$ cat src/sv/assert_macros.svh
// ----------------------------------------------------------------------------
// assertion helpers used by the heap queue rtl
// ----------------------------------------------------------------------------
`ifndef ASSERT_MACROS_SVH
`define ASSERT_MACROS_SVH

// same-cycle implication
`define ASSERT_IMPL(label, clk, rst_n, ante, cons) \
	label: assert property (@(posedge clk) disable iff (!rst_n) (ante) |-> (cons)) \
		else $error("same-cycle implication failed");

// next-cycle implication
`define ASSERT_NEXT(label, clk, rst_n, ante, cons) \
	label: assert property (@(posedge clk) disable iff (!rst_n) (ante) |=> (cons)) \
		else $error("next-cycle implication failed");

`endif

$ cat src/sv/hmq_pkg.sv
`timescale 1ns / 1ps
`default_nettype none
// ----------------------------------------------------------------------------
// hmq_pkg
// shared types, codes and widths of the max-heap priority queue
// ----------------------------------------------------------------------------
package hmq_pkg;

	localparam int KEY_W     = 32;
	localparam int TAG_W     = 16;
	localparam int OP_W      = 2;
	localparam int IDX_W     = 5;
	localparam int STATUS_W  = 2;
	localparam int CNT_W     = 6;
	localparam int CAP_W     = 6;
	localparam int ENTRY_W   = KEY_W + TAG_W;
	localparam int DEPTH_DEF = 32;

	// configuration port
	localparam int PADDR_W = 3;
	localparam int PDATA_W = 32;
	localparam logic REG_CAPACITY = 1'b0;
	localparam logic [CAP_W-1:0] CAP_RESET = 6'd32;

	// operation codes
	localparam logic [OP_W-1:0] OP_INSERT = 2'd0;
	localparam logic [OP_W-1:0] OP_UPDATE = 2'd1;
	localparam logic [OP_W-1:0] OP_SORT   = 2'd2;

	// status codes
	localparam logic [STATUS_W-1:0] ST_OK        = 2'd0;
	localparam logic [STATUS_W-1:0] ST_FULL      = 2'd1;
	localparam logic [STATUS_W-1:0] ST_BAD_INDEX = 2'd2;

	typedef struct packed {
		logic [KEY_W-1:0] key;
		logic [TAG_W-1:0] tag;
	} entry_t;

	typedef struct packed {
		logic [OP_W-1:0]  operation;
		logic [KEY_W-1:0] key;
		logic [TAG_W-1:0] tag;
		logic [IDX_W-1:0] index;
	} item_t;

	typedef struct packed {
		logic [STATUS_W-1:0] status;
		logic [KEY_W-1:0]    out_key;
		logic [TAG_W-1:0]    out_tag;
		logic                last;
		logic [CNT_W-1:0]    count;
	} result_t;

	typedef enum logic [3:0] {
		S_IDLE,
		S_UP_CMP,
		S_PLACE,
		S_UPD_CMP,
		S_DN_RDR,
		S_DN_CMP,
		S_SRT_RD0,
		S_SRT_TOP,
		S_SRT_LAST,
		S_EM_RD,
		S_EM_OUT,
		S_RESP
	} hmq_state_t;

endpackage
`default_nettype wire

$ cat src/sv/hmq_ram.sv
`timescale 1ns / 1ps
`default_nettype none
// ----------------------------------------------------------------------------
// hmq_ram
// simple dual-port ram, one write port, one read port with registered data
// ----------------------------------------------------------------------------
module hmq_ram #(
	parameter int WIDTH = hmq_pkg::ENTRY_W,
	parameter int DEPTH = hmq_pkg::DEPTH_DEF
) (
	input  wire logic                     clk,
	input  wire logic                     we,
	input  wire logic [$clog2(DEPTH)-1:0] waddr,
	input  wire logic [WIDTH-1:0]         wdata,
	input  wire logic                     re,
	input  wire logic [$clog2(DEPTH)-1:0] raddr,
	output logic      [WIDTH-1:0]         rdata
);
	import hmq_pkg::*;

	logic [WIDTH-1:0] mem_q [DEPTH];

	always_ff @(posedge clk) begin
		if (we) begin
			mem_q[waddr] <= wdata;
		end
		if (re) begin
			rdata <= mem_q[raddr];
		end
	end

endmodule
`default_nettype wire

$ cat src/sv/hmq_cfg.sv
`timescale 1ns / 1ps
`default_nettype none
// ----------------------------------------------------------------------------
// hmq_cfg
// apb register slice holding the capacity limit
// ----------------------------------------------------------------------------
module hmq_cfg (
	input  wire logic                          clk,
	input  wire logic                          arst_n,
	input  wire logic                          psel,
	input  wire logic                          penable,
	input  wire logic                          pwrite,
	input  wire logic [hmq_pkg::PADDR_W-1:0]   paddr,
	input  wire logic [hmq_pkg::PDATA_W-1:0]   pwdata,
	output logic      [hmq_pkg::PDATA_W-1:0]   prdata,
	output logic                               pready,
	output logic      [hmq_pkg::CAP_W-1:0]     capacity
);
	import hmq_pkg::*;

	logic [CAP_W-1:0] cap_q;
	logic             reg_sel;

	// one register, word index sits above the byte offset
	assign reg_sel  = (paddr[2] == REG_CAPACITY);
	assign pready   = 1'b1;
	assign capacity = cap_q;

	always_ff @(posedge clk or negedge arst_n) begin
		if (!arst_n) begin
			cap_q <= CAP_RESET;
		end else if (psel && penable && pwrite && reg_sel) begin
			cap_q <= pwdata[CAP_W-1:0];
		end
	end

	always_comb begin
		prdata = '0;
		if (reg_sel) begin
			prdata = PDATA_W'(cap_q);
		end
	end

endmodule
`default_nettype wire

$ cat src/sv/binary_max_heap_queue.sv
`timescale 1ns / 1ps
`default_nettype none
// ----------------------------------------------------------------------------
// binary_max_heap_queue
// max-heap priority queue of (key, tag) entries held in one ram
// ----------------------------------------------------------------------------
// usage:
//   items enter on item/item_valid/item_stall; a beat moves when valid is
//   high and stall is low. results leave on result/result_valid/result_stall
//   through an output register, so a finished result may wait while the next
//   item is taken. capacity is to be written over the apb port while idle;
//   the block does not enforce this. one item is worked at a time; item_stall
//   is high until its work is done, and its last answer beat turns valid in
//   the cycle that item_stall falls.
// work per item:
//   insert: the entry floats up from the tail, one parent read per level
//   update: the entry floats up, stays when the key is unchanged, or sinks
//           down; going down, left and right child share the read port
//   sort of n entries: n heapsort passes, then one beat per entry from
//           slot 0 up; full, bad index, empty sort and the unused code
//           answer with a status beat and leave the heap as is
// reset clears the count and the control state; ram contents are left as is,
// only slots that hold entries are ever read. a stalled result holds, and the
// drain of a sort simply waits on the output register.
// ----------------------------------------------------------------------------
module binary_max_heap_queue #(
	parameter int DEPTH = hmq_pkg::DEPTH_DEF
) (
	input  wire logic                        clk,
	input  wire logic                        arst_n,
	input  wire logic                        item_valid,
	output logic                             item_stall,
	input  wire hmq_pkg::item_t              item,
	output logic                             result_valid,
	input  wire logic                        result_stall,
	output hmq_pkg::result_t                 result,
	input  wire logic                        psel,
	input  wire logic                        penable,
	input  wire logic                        pwrite,
	input  wire logic [hmq_pkg::PADDR_W-1:0] paddr,
	input  wire logic [hmq_pkg::PDATA_W-1:0] pwdata,
	output logic      [hmq_pkg::PDATA_W-1:0] prdata,
	output logic                             pready
);
	import hmq_pkg::*;

`include "assert_macros.svh"

	localparam int AW = $clog2(DEPTH);
	localparam int LW = AW + 1;
	localparam int CW = $clog2(DEPTH + 1);
	localparam int WW = (CW > CAP_W) ? CW : CAP_W;
	localparam int IW = (CW > IDX_W) ? CW : IDX_W;

	function automatic logic [AW-1:0] parent_of(input logic [AW-1:0] x);
		parent_of = (x - AW'(1)) >> 1;
	endfunction

	function automatic logic [LW-1:0] left_of(input logic [AW-1:0] x);
		left_of = {x, 1'b1};
	endfunction

	hmq_state_t state_q, state_d;

	logic [OP_W-1:0]     op_q, op_d;
	entry_t              e_q, e_d;
	entry_t              lchild_q, lchild_d;
	entry_t              top_q, top_d;
	logic [AW-1:0]       n_q, n_d;
	logic [CW-1:0]       sz_q, sz_d;
	logic [CW-1:0]       i_q, i_d;
	logic [CW-1:0]       j_q, j_d;
	logic [CW-1:0]       sortn_q, sortn_d;
	logic [CW-1:0]       count_q, count_d;
	logic [STATUS_W-1:0] status_q, status_d;

	logic    out_valid_q;
	result_t out_q, out_d;
	logic    out_load;
	logic    out_free;

	logic          ram_we, ram_re;
	logic [AW-1:0] ram_waddr, ram_raddr;
	entry_t        ram_wdata, ram_rdata;

	logic [CAP_W-1:0] capacity;
	logic [WW-1:0]    cap_eff;
	logic             full;
	logic             bad_idx;
	logic             ins_ok;
	logic             done;
	logic             dn_go;
	logic [AW-1:0]    dn_n;
	logic [CW-1:0]    dn_sz;
	logic [LW-1:0]    dn_l;
	logic [AW-1:0]    par_n;
	logic [LW-1:0]    l_n, r_n;
	logic             r_ok;
	logic             take_l, take_r;
	logic [KEY_W-1:0] big_key;
	logic [CW-1:0]    i_dec;
	logic             draining;

	hmq_cfg u_cfg (
		.clk      (clk),
		.arst_n   (arst_n),
		.psel     (psel),
		.penable  (penable),
		.pwrite   (pwrite),
		.paddr    (paddr),
		.pwdata   (pwdata),
		.prdata   (prdata),
		.pready   (pready),
		.capacity (capacity)
	);

	hmq_ram #(
		.WIDTH (ENTRY_W),
		.DEPTH (DEPTH)
	) u_ram (
		.clk   (clk),
		.we    (ram_we),
		.waddr (ram_waddr),
		.wdata (ram_wdata),
		.re    (ram_re),
		.raddr (ram_raddr),
		.rdata (ram_rdata)
	);

	// capacity saturates at the store depth
	assign cap_eff = (WW'(capacity) > WW'(DEPTH)) ? WW'(DEPTH) : WW'(capacity);
	assign full    = (WW'(count_q) >= cap_eff);
	assign bad_idx = (IW'(item.index) >= IW'(count_q));

	assign par_n = parent_of(n_q);
	assign l_n   = left_of(n_q);
	assign r_n   = l_n + LW'(1);
	assign r_ok  = (r_n < LW'(sz_q));
	assign i_dec = i_q - CW'(1);

	assign item_stall   = (state_q != S_IDLE);
	assign result_valid = out_valid_q;
	assign result       = out_q;
	assign out_free     = !out_valid_q || !result_stall;
	assign draining     = state_q inside {S_EM_RD, S_EM_OUT};

	always_ff @(posedge clk or negedge arst_n) begin
		if (!arst_n) begin
			state_q     <= S_IDLE;
			count_q     <= '0;
			out_valid_q <= 1'b0;
		end else begin
			state_q <= state_d;
			count_q <= count_d;
			if (out_load) begin
				out_valid_q <= 1'b1;
			end else if (!result_stall) begin
				out_valid_q <= 1'b0;
			end
		end
	end

	always_ff @(posedge clk) begin
		op_q     <= op_d;
		e_q      <= e_d;
		lchild_q <= lchild_d;
		top_q    <= top_d;
		n_q      <= n_d;
		sz_q     <= sz_d;
		i_q      <= i_d;
		j_q      <= j_d;
		sortn_q  <= sortn_d;
		status_q <= status_d;
		if (out_load) begin
			out_q <= out_d;
		end
	end

	always_comb begin
		state_d   = state_q;
		op_d      = op_q;
		e_d       = e_q;
		lchild_d  = lchild_q;
		top_d     = top_q;
		n_d       = n_q;
		sz_d      = sz_q;
		i_d       = i_q;
		j_d       = j_q;
		sortn_d   = sortn_q;
		status_d  = status_q;
		count_d   = count_q;
		ram_we    = 1'b0;
		ram_waddr = n_q;
		ram_wdata = e_q;
		ram_re    = 1'b0;
		ram_raddr = '0;
		out_load  = 1'b0;
		out_d     = '0;
		done      = 1'b0;
		dn_go     = 1'b0;
		dn_n      = '0;
		dn_sz     = sz_q;
		dn_l      = '0;
		ins_ok    = 1'b0;
		take_l    = 1'b0;
		take_r    = 1'b0;
		big_key   = e_q.key;

		case (state_q)
			S_IDLE: begin
				if (item_valid) begin
					op_d     = item.operation;
					e_d.key  = item.key;
					e_d.tag  = item.tag;
					status_d = ST_OK;
					case (item.operation)
						OP_INSERT: begin
							if (full) begin
								status_d = ST_FULL;
								state_d  = S_RESP;
							end else begin
								ins_ok  = 1'b1;
								count_d = count_q + CW'(1);
								n_d     = AW'(count_q);
								if (count_q == '0) begin
									state_d = S_PLACE;
								end else begin
									ram_re    = 1'b1;
									ram_raddr = parent_of(AW'(count_q));
									state_d   = S_UP_CMP;
								end
							end
						end
						OP_UPDATE: begin
							if (bad_idx) begin
								status_d = ST_BAD_INDEX;
								state_d  = S_RESP;
							end else begin
								n_d       = AW'(item.index);
								sz_d      = count_q;
								ram_re    = 1'b1;
								ram_raddr = AW'(item.index);
								state_d   = S_UPD_CMP;
							end
						end
						OP_SORT: begin
							count_d = '0;
							if (count_q == '0) begin
								state_d = S_RESP;
							end else begin
								i_d       = count_q;
								sortn_d   = count_q;
								ram_re    = 1'b1;
								ram_raddr = '0;
								state_d   = S_SRT_TOP;
							end
						end
						default: begin
							state_d = S_RESP;
						end
					endcase
				end
			end
			S_UP_CMP: begin
				ram_we = 1'b1;
				if (e_q.key > ram_rdata.key) begin
					// parent drops into the hole, next parent read alongside
					ram_wdata = ram_rdata;
					n_d       = par_n;
					if (par_n == '0) begin
						state_d = S_PLACE;
					end else begin
						ram_re    = 1'b1;
						ram_raddr = parent_of(par_n);
					end
				end else begin
					done = 1'b1;
				end
			end
			S_PLACE: begin
				ram_we = 1'b1;
				done   = 1'b1;
			end
			S_UPD_CMP: begin
				if (e_q.key > ram_rdata.key) begin
					if (n_q == '0) begin
						state_d = S_PLACE;
					end else begin
						ram_re    = 1'b1;
						ram_raddr = par_n;
						state_d   = S_UP_CMP;
					end
				end else if (e_q.key < ram_rdata.key) begin
					dn_go = 1'b1;
					dn_n  = n_q;
					dn_sz = sz_q;
				end else begin
					state_d = S_PLACE;
				end
			end
			S_DN_RDR: begin
				lchild_d = ram_rdata;
				if (r_ok) begin
					ram_re    = 1'b1;
					ram_raddr = AW'(r_n);
				end
				state_d = S_DN_CMP;
			end
			S_DN_CMP: begin
				if (lchild_q.key > e_q.key) begin
					take_l  = 1'b1;
					big_key = lchild_q.key;
				end
				if (r_ok && (ram_rdata.key > big_key)) begin
					take_r = 1'b1;
				end
				ram_we = 1'b1;
				if (take_r) begin
					ram_wdata = ram_rdata;
					dn_go     = 1'b1;
					dn_n      = AW'(r_n);
					dn_sz     = sz_q;
				end else if (take_l) begin
					ram_wdata = lchild_q;
					dn_go     = 1'b1;
					dn_n      = AW'(l_n);
					dn_sz     = sz_q;
				end else begin
					done = 1'b1;
				end
			end
			S_SRT_RD0: begin
				ram_re    = 1'b1;
				ram_raddr = '0;
				state_d   = S_SRT_TOP;
			end
			S_SRT_TOP: begin
				top_d     = ram_rdata;
				ram_re    = 1'b1;
				ram_raddr = AW'(i_dec);
				state_d   = S_SRT_LAST;
			end
			S_SRT_LAST: begin
				// top goes to the tail, old tail sifts down from the root
				e_d       = ram_rdata;
				ram_we    = 1'b1;
				ram_waddr = AW'(i_dec);
				ram_wdata = top_q;
				dn_go     = 1'b1;
				dn_n      = '0;
				dn_sz     = i_dec;
			end
			S_EM_RD: begin
				ram_re    = 1'b1;
				ram_raddr = AW'(j_q);
				state_d   = S_EM_OUT;
			end
			S_EM_OUT: begin
				if (out_free) begin
					out_load      = 1'b1;
					out_d.status  = ST_OK;
					out_d.out_key = ram_rdata.key;
					out_d.out_tag = ram_rdata.tag;
					out_d.last    = (CW'(j_q + CW'(1)) == sortn_q);
					out_d.count   = '0;
					j_d           = j_q + CW'(1);
					if (CW'(j_q + CW'(1)) == sortn_q) begin
						state_d = S_IDLE;
					end else begin
						state_d = S_EM_RD;
					end
				end
			end
			S_RESP: begin
				if (out_free) begin
					out_load     = 1'b1;
					out_d.status = status_q;
					out_d.last   = 1'b1;
					out_d.count  = CNT_W'(count_q);
					state_d      = S_IDLE;
				end
			end
			default: begin
				state_d = S_IDLE;
			end
		endcase

		// step one level down, or settle the held entry here
		if (dn_go) begin
			n_d  = dn_n;
			sz_d = dn_sz;
			dn_l = left_of(dn_n);
			if (dn_l < LW'(dn_sz)) begin
				ram_re    = 1'b1;
				ram_raddr = AW'(dn_l);
				state_d   = S_DN_RDR;
			end else begin
				state_d = S_PLACE;
			end
		end

		if (done) begin
			if (op_q == OP_SORT) begin
				i_d = i_dec;
				if (i_q == CW'(1)) begin
					j_d     = '0;
					state_d = S_EM_RD;
				end else begin
					state_d = S_SRT_RD0;
				end
			end else begin
				state_d = S_RESP;
			end
		end
	end

	`ASSERT_IMPL(a_no_rw_collision, clk, arst_n, ram_we && ram_re, ram_waddr != ram_raddr)
	`ASSERT_NEXT(a_insert_counts, clk, arst_n, ins_ok, count_q == $past(count_q) + CW'(1))
	`ASSERT_IMPL(a_drain_beats, clk, arst_n, result_valid && !result.last, result.count == '0 && draining)

endmodule
`default_nettype wire

$ cat config.mk
export PLATFORM = sky130hd
export DESIGN_NAME = binary_max_heap_queue
export DESIGN_NICKNAME = d
export VERILOG_FILES = /design/src/sv/hmq_pkg.sv /design/src/sv/hmq_ram.sv /design/src/sv/hmq_cfg.sv /design/src/sv/binary_max_heap_queue.sv
export VERILOG_INCLUDE_DIRS = /design/src /design/src/sv
export SDC_FILE = /design/constraint.sdc
export NUM_CORES = 2
export LEC_CHECK = 0
export ABC_AREA = 1
export BUFFER_PORTS_ARGS = -buffer_cell sky130_fd_sc_hd__buf_2
export CELL_PAD_IN_SITES_DETAIL_PLACEMENT = 0
export CELL_PAD_IN_SITES_GLOBAL_PLACEMENT = 1
export CORE_ASPECT_RATIO = 1.25
export CORE_MARGIN = 3
export CORE_UTILIZATION = 23
export CTS_CLUSTER_DIAMETER = 30
export DETAILED_ROUTE_END_ITERATION = 10
export GPL_TIMING_DRIVEN = 0
export PLACE_DENSITY_LB_ADDON = 0.1
export SLEW_MARGIN = 0
export SYNTH_ARGS = -nofsm -noshare
export SYNTH_HDL_FRONTEND = slang
export SYNTH_SLANG_ARGS = --single-unit
$ cat constraint.sdc
create_clock -name clk -period 16 [get_ports clk]
set_clock_uncertainty 0.05 [all_clocks]
set_input_delay 1.6 -clock clk [delete_from_list [all_inputs] [get_ports clk]]
set_output_delay 1.6 -clock clk [all_outputs]
set_load 0.05 [all_outputs]
# After elaboration in Yosys (flattened, before gate mapping)

Memory sizes are Yosys's and may differ from the RTL's. A register that Yosys moved wholly into a read port is not among the register bits.
Index checks and enable logic that the tools add are counted.
W data, S select, Z words.

Bits in registers: 251
Memory bits (writable): 1536
Bits of input ports: 97
Output and inout bits: 92
Logic and storage cells: 220
Memories kept: 1

Memories:

| memory      | words | width | rd ports | clocked after memory_dff | wr ports | line          | text |
|---|---|---|---|---|---|---|---|
| u_ram.mem_q | 32    | 48    | 1        | 1                        | 1        | hmq_ram.sv:21 | `logic [WIDTH-1:0] mem_q [DEPTH];` |

Add/sub/neg operators: 7
Order comparisons: 9
Equal/unequal tests: 32
Muxes and demuxes: 116
Bitwise gates (word level): 2
Reductions and logical operators: 31

Operators by type and width:

| operator              | number |
|---|---|
| $mux W48              | 4 |
| $pmux W48 S3          | 1 |
| $mux W6               | 20 |
| $gt A32 B32 Y1        | 3 |
| $pmux W48 S2          | 1 |
| $mux W4               | 21 |
| $mux W5               | 15 |
| $mux W32              | 2 |
| $pmux W4 S10          | 1 |
| $pmux W5 S2           | 4 |
| $lt A32 B32 Y1        | 1 |
| $mux W1               | 30 |
| $pmux W5 S6           | 1 |
| $ne A4 B4 Y1 const B  | 7 |
| $add A6 B1 Y6 const B | 3 |
| $eq A4 B3 Y1 const B  | 4 |
| $eq A4 B4 Y1 const B  | 4 |
| $mux W7               | 2 |
| $pmux W7 S2           | 1 |
| $lt A6 B6 Y1          | 2 |
| $pmux W4 S3           | 1 |
| $pmux W6 S2           | 1 |
| $reduce_and A4 Y1     | 3 |
| $logic_not A5 Y1      | 2 |
| other kinds (39)      | 63 |

# Logic depth before layout (Yosys ltp)

Word-level depth: 13
Depth in mapped cells: 53
Depth with buffers taken out: 49

# Hierarchy

A second synthesis with hierarchy kept.

Cells, all modules: 7187
Area, all modules: 79727.7 µm²

By module, submodules not included:

| module                | instances | cells each | area each (µm²) | sequential area each (µm²) |
|---|---|---|---|---|
| hmq_ram               | 1         | 5279       | 63449.6         | 47565.6 |
| binary_max_heap_queue | 1         | 1838       | 15762.6         | 7181.9 |
| hmq_cfg               | 1         | 70         | 515.5           | 151.4 |

# Least setup slack after synthesis

Ideal clock, no wire load.

Path type: register to register
Start point: reg e_q[35] (netlist name)
End point: reg u_ram.rdata[0] (read register of u_ram.mem_q), enable pin
Setup time: 707 ps
Arrival time: 5760 ps
Data required time: 15243 ps
Setup slack: 9484 ps
Stages on the path, launching flop included: 42
Path buffers: 5
Period minus slack after synthesis: 6516 ps
Path through: edfxtp_1 -> inv_1 -> ha_1 -> nand2_1 -> inv_1 -> nand2_1 -> nand2_1 -> nand2_1 -> nand2_1 -> a21oi_1 -> nand2_1 -> nand2_1 -> clkbuf_1 -> buf_1 -> nand2_1 -> o21ai_0 -> inv_1 -> ha_1 -> [... 6 more ...] -> inv_2 -> nand2_4 -> inv_1 -> nand2_1 -> o22ai_1 -> a21oi_1 -> inv_1 -> ha_1 -> a21oi_1 -> nor2_1 -> a211oi_1 -> nand2_1 -> inv_2 -> nand2_8 -> buf_6 -> buf_4 -> buf_2 -> nand3_1

Cells in the longest elaborated chain, start to end: 12
Elaborated cells between the ends (all ways): 32
Those cells by class: 5 x order compare; 26 x mux; 1 x reduce/logical

RTL lines:

| what                     | line                         | text |
|---|---|---|
| start: declaration       | binary_max_heap_queue.sv:66  | `entry_t e_q, e_d;` |
| start signal: assignment | binary_max_heap_queue.sv:165 | `e_q <= e_d;` |
| $gt A32 B32 Y1           | binary_max_heap_queue.sv:310 | `if (lchild_q.key > e_q.key) begin` |
| $mux W32                 | binary_max_heap_queue.sv:310 |  |
| $mux W32                 | binary_max_heap_queue.sv:209 | `case (state_q)` |
| $gt A32 B32 Y1           | binary_max_heap_queue.sv:314 | `if (r_ok && (ram_rdata.key > big_key)) begin` |
| $logic_and A1 B1 Y1      | binary_max_heap_queue.sv:314 |  |
| $mux W1                  | binary_max_heap_queue.sv:314 |  |
| $mux W1                  | binary_max_heap_queue.sv:209 |  |
| $mux W5                  | binary_max_heap_queue.sv:318 | `if (take_r) begin` |
| $pmux W5 S2              | binary_max_heap_queue.sv:209 |  |
| $lt A6 B6 Y1             | binary_max_heap_queue.sv:393 | `if (dn_l < LW'(dn_sz)) begin` |
| $mux W1                  | binary_max_heap_queue.sv:393 |  |
| $mux W1 *                | binary_max_heap_queue.sv:389 | `if (dn_go) begin` |
| named net ram_re         | binary_max_heap_queue.sv:82  | `logic ram_we, ram_re;` |
| end: declaration         | hmq_ram.sv:17                | `output logic [WIDTH-1:0] rdata` |

Mark *: on every way through the listed nets, which the timed path passes. The rest lies on a longest branch. The select of a mux whose other input is x is not followed.
A chain may end at the register's enable or synchronous reset.

# Final worst setup path

Start point: reg e_q[31] (netlist name)
End point: reg u_ram.rdata[25] (read register of u_ram.mem_q), data pin

Cells in the longest elaborated chain, start to end: 12
Elaborated cells between the ends (all ways): 32
Those cells by class: 5 x order compare; 26 x mux; 1 x reduce/logical

RTL lines:

| what                               | line |
|---|---|
| $gt A32 B32 Y1                     | binary_max_heap_queue.sv:310 |
| $mux W32                           | binary_max_heap_queue.sv:310 |
| $mux W32                           | binary_max_heap_queue.sv:209 |
| $gt A32 B32 Y1                     | binary_max_heap_queue.sv:314 |
| $logic_and A1 B1 Y1                | binary_max_heap_queue.sv:314 |
| $mux W1                            | binary_max_heap_queue.sv:314 |
| $mux W1                            | binary_max_heap_queue.sv:209 |
| $mux W5                            | binary_max_heap_queue.sv:318 |
| $pmux W5 S2                        | binary_max_heap_queue.sv:209 |
| $lt A6 B6 Y1                       | binary_max_heap_queue.sv:393 |
| $mux W5 or $mux W1 (tied branches) | binary_max_heap_queue.sv:393 |
| $mux W5 or $mux W1 (tied branches) | binary_max_heap_queue.sv:389 |

Several ways; a longest one is shown, not always the timed one. The select of a mux whose other input is x is not followed.

==> results.rst <==
.. list-table::
   :header-rows: 1

   * - Metric
     - Value
   * - Post-Place Setup Slack
     - roughly 5300 ps
   * - Worst R2R Setup Slack
     - around 5600 ps
   * - Number of maximum-capacitance constraint violations
     - 0
   * - Die area
     - 352000 sq um
   * - Total number of H-tree levels
     - 5
   * - Worst reg2reg endpoint
     - u_ram.rdata[25]
   * - Crit path DAT
     - ~11000 ps
   * - Largest fanout on the critical path
     - 10
   * - Cell depth of the worst min-delay path
     - 0
   * - Synth unique cells
     - slightly below 60
   * - Ranking of synthesized cells by instance count
     - 2251 x sky130_fd_sc_hd__nand3_1, 1806 x sky130_fd_sc_hd__edfxtp_1, 1218 x sky130_fd_sc_hd__nand2_1
   * - DRC viols
     - 0
   * - Number of max-slew violations in the final report
     - 0
   * - Number of setup buffers added after CTS
     - 0
   * - Largest net degree at the start of global routing
     - between 40 and 50
   * - Global route total overflow
     - 0
   * - Unrepaired setup endpoints after global routing
     - no
   * - Area used by multi-input combinational logic
     - between 20000 and 25000 sq um
   * - Critical path startpoint category
     - flip-flop
   * - Number of gates given a new drive strength after cts
     - 0
   * - Initial antenna violation count
     - 23
   * - CTS root buf
     - sky130_fd_sc_hd__clkbuf_16
   * - Number of flip-flops and latches in the synthesized netlist
     - 1835
   * - Clock-pin slew of the registers on the worst-case setup and hold paths
     - about 50 ps
   * - Cts-stage hold buffer count
     - 0
   * - Cell area after technology mapping
     - about 79000 sq um
   * - Register area
     - 54900 sq um
   * - Setup Total Neg Slack
     - 0 ps
   * - Horizontal extent of the die
     - 531 um
   * - Final cell utilization of the core
     - 0.308
   * - Kind of end point of the critical path
     - flip-flop
   * - Critical path data required time
     - 16670 ps
   * - Iteration count of the initial detailed-routing pass
     - 5
   * - Starting utilization of the core area
     - 0.231
   * - TritonCTS clock tree
     - yes
   * - Number of sinks on the clock net
     - around 1800
   * - Time the worst path needs with I/O delays and setup
     - ~10000 ps
   * - Worst min-delay path class
     - reg -> reg
   * - CP endpoint
     - u_ram.rdata[25]
   * - Number of cells on the worst reg-to-reg path
     - 42
   * - FF-to-FF Start
     - e_q[31]
   * - Critical Path Source
     - e_q[31]
   * - Rel. slew slack
     - 0.101
   * - Estimated wirelength of the detail-placed design
     - roughly 250000 um
   * - Cell taking the most area after synthesis
     - sky130_fd_sc_hd__edfxtp_1
   * - Number of global-route vias before repair
     - approximately 59000
   * - Routability congestion estimate
     - 0.808
   * - Via density
     - about 4.5
   * - Ports placed on the boundary
     - 189
   * - Filler cells
     - between 30000 and 40000
   * - Total routed wirelength
     - approximately 330000 um
   * - Layout cell share with drive strength beyond 1
     - 0.188
   * - Max incr delay on CP
     - approximately 780 ps
   * - Share of synthesized area occupied by flip-flops and latches
     - 0.692
   * - Vertical extent of the die
     - approximately 660 um
   * - Highest achievable clock rate
     - around 96 MHz
   * - Count of endpoints failing hold in the final timing report
     - 0
   * - Average cell area after synthesis
     - around 12 sq um
   * - Setup WS post-layout
     - around 5600 ps
   * - Clock latency reported for the late side of the worst-skew pair
     - a little over 900 ps
   * - Number of rows in the core area
     - 240
   * - Commonest register cell after synthesis
     - sky130_fd_sc_hd__edfxtp_1
   * - Most Frequent Cell on Critical Path
     - sky130_fd_sc_hd__nand2_1
   * - Result of the run
     - completed
   * - Number of nets in the final layout
     - ~7800
   * - Cell with the most instances after synthesis
     - sky130_fd_sc_hd__nand3_1
   * - Violation count after the first detailed-routing iteration
     - about 3600
   * - Input/output buffers
     - roughly 130
   * - Count of flip-flops with a built-in enable after synthesis
     - about 1800
   * - Portion of synthesized cell area occupied by the leading cell type
     - 0.684
   * - Gr usage total
     - 0.185
   * - Synthesis-to-layout area growth
     - 32.9%
   * - Number of setup violations in the final report
     - 0
   * - Synth async-reset ratio
     - 0.00926
   * - Synthesized instance count
     - between 6000 and 7000
   * - Ranking of synthesized cells by area
     - sky130_fd_sc_hd__edfxtp_1 68%, sky130_fd_sc_hd__nand3_1 14%, sky130_fd_sc_hd__nand2_1 5.8%
   * - WL/cell
     - between 20 and 30 um
   * - Hold WS
     - ~420 ps
   * - Transition at the pin with the smallest max-transition slack
     - between 1000 and 1500 ps
   * - Kind of critical path
     - reg -> reg
   * - Number of vias in the routed layout
     - between 50000 and 60000
   * - Clock Path Buffers
     - 4
   * - Number of clock buffers inserted by TritonCTS
     - approximately 470
   * - Count of nets left with antenna violations after detail routing
     - 0
   * - Slowest CP cell
     - sky130_fd_sc_hd__clkbuf_1
   * - Core box area
     - about 340000 sq um
   * - Ys Warns
     - 0
   * - Final cycle utilization of the critical path
     - 0.652
   * - First-pass GRT wire length
     - ~460000 um
==> cells by family (layout without fill, tap and decap cells) <==
| kind of cell | Yosys count | in the layout | synth area share |
|---|---|---|---|
| AO/OA/AOI/OAI | 332 | 332 | 0.0251 |
| XOR/XNOR | 22 | 22 | 0.00243 |
| adder cells (fa/ha/maj) | 128 | 128 | 0.0202 |
| buffers and inverters | 778 | 1899 | 0.0450 |
| flip-flops | 1835 | 1835 | 0.692 |
| multiplexers | 3 | 3 | 0.000379 |
| other | 2 | 43 | 0.0000947 |
| AND/OR/NAND/NOR | 3728 | 3728 | 0.214 |
==> worst min path at each step <==
stage,start,endpoint,slack [ps]
6_report,u_ram.rdata[15],top_q[15],420
5_1_grt,u_ram.rdata[15],lchild_q[15],440
4_1_cts,u_ram.rdata[13],lchild_q[13],430
3_5_place_dp,u_ram.rdata[13],lchild_q[13],420
3_3_place_gp,u_ram.rdata[15],lchild_q[15],410
2_1_floorplan,u_ram.rdata[0],lchild_q[0],400
==> metal layers <==
layer | wire length, um | vias to the layer above | GRT usage
met5 | 0 | - | 0
met4 | 9540 | 0 | 0.0532
met3 | 14100 | 590 | 0.0246
met2 | 177000 | 1496 | 0.346
met1 | 133000 | 28696 | 0.219
li1 | - | 26486 | -
==> layout make-up <==
class | instances | share of cell area
inverters | 290 | 0.0103
clock inverters | 330 | 0.0376
clock buffers | 550 | 0.118
diodes | 16 | 0.000380
well taps | 4598 | 0.0546
repair buffers | 241 | 0.0270
plain buffers | 488 | 0.0236
multi-input cells | 4240 | 0.208
flip-flops and latches | 1835 | 0.521
==> flip-flops by register name (all words and copies together) (netlist names), 4 cells and up <==
register	flops
i_q	6
u_cfg.capacity	6
u_ram.rdata	48
state_q	4
result	57
count_q	6
n_q	5
e_q	48
u_ram.mem_q	1536
sortn_q	6
top_q	48
lchild_q	48
j_q	6
sz_q	6
==> per-stage QoR <==
step           area [sq um]  cells
3_3_place_gp          85800  11584
5_1_grt              105000  12573
2_1_floorplan         79400   6853
3_5_place_dp          88900  11691
6_report             105000  12588
4_1_cts              105000  12571
==> cells in the final DEF, fill, tap and decap left out, drive strengths merged, types with 128 or more instances in the layout <==
| master | count |
|---|---|
| clkinv | 195 |
| nand2 | 1226 |
| nand3 | 2253 |
| o21ai | 158 |
| edfxtp | 1806 |
| buf | 641 |
| ha | 128 |
| clkbuf | 638 |
| nor2 | 208 |
| inv | 297 |
==> critical path: cells and delay by family, from the launching register on <==
family	cells	cell delay [ps]
simple gates	21	4030
flops	1	440
buf+inv	11	3380
fa+ha+maj	3	890
compound gates	7	1340
Power is not shown: default switching activity piles up to over one toggle a cycle in this logic, so the estimate is an artifact.
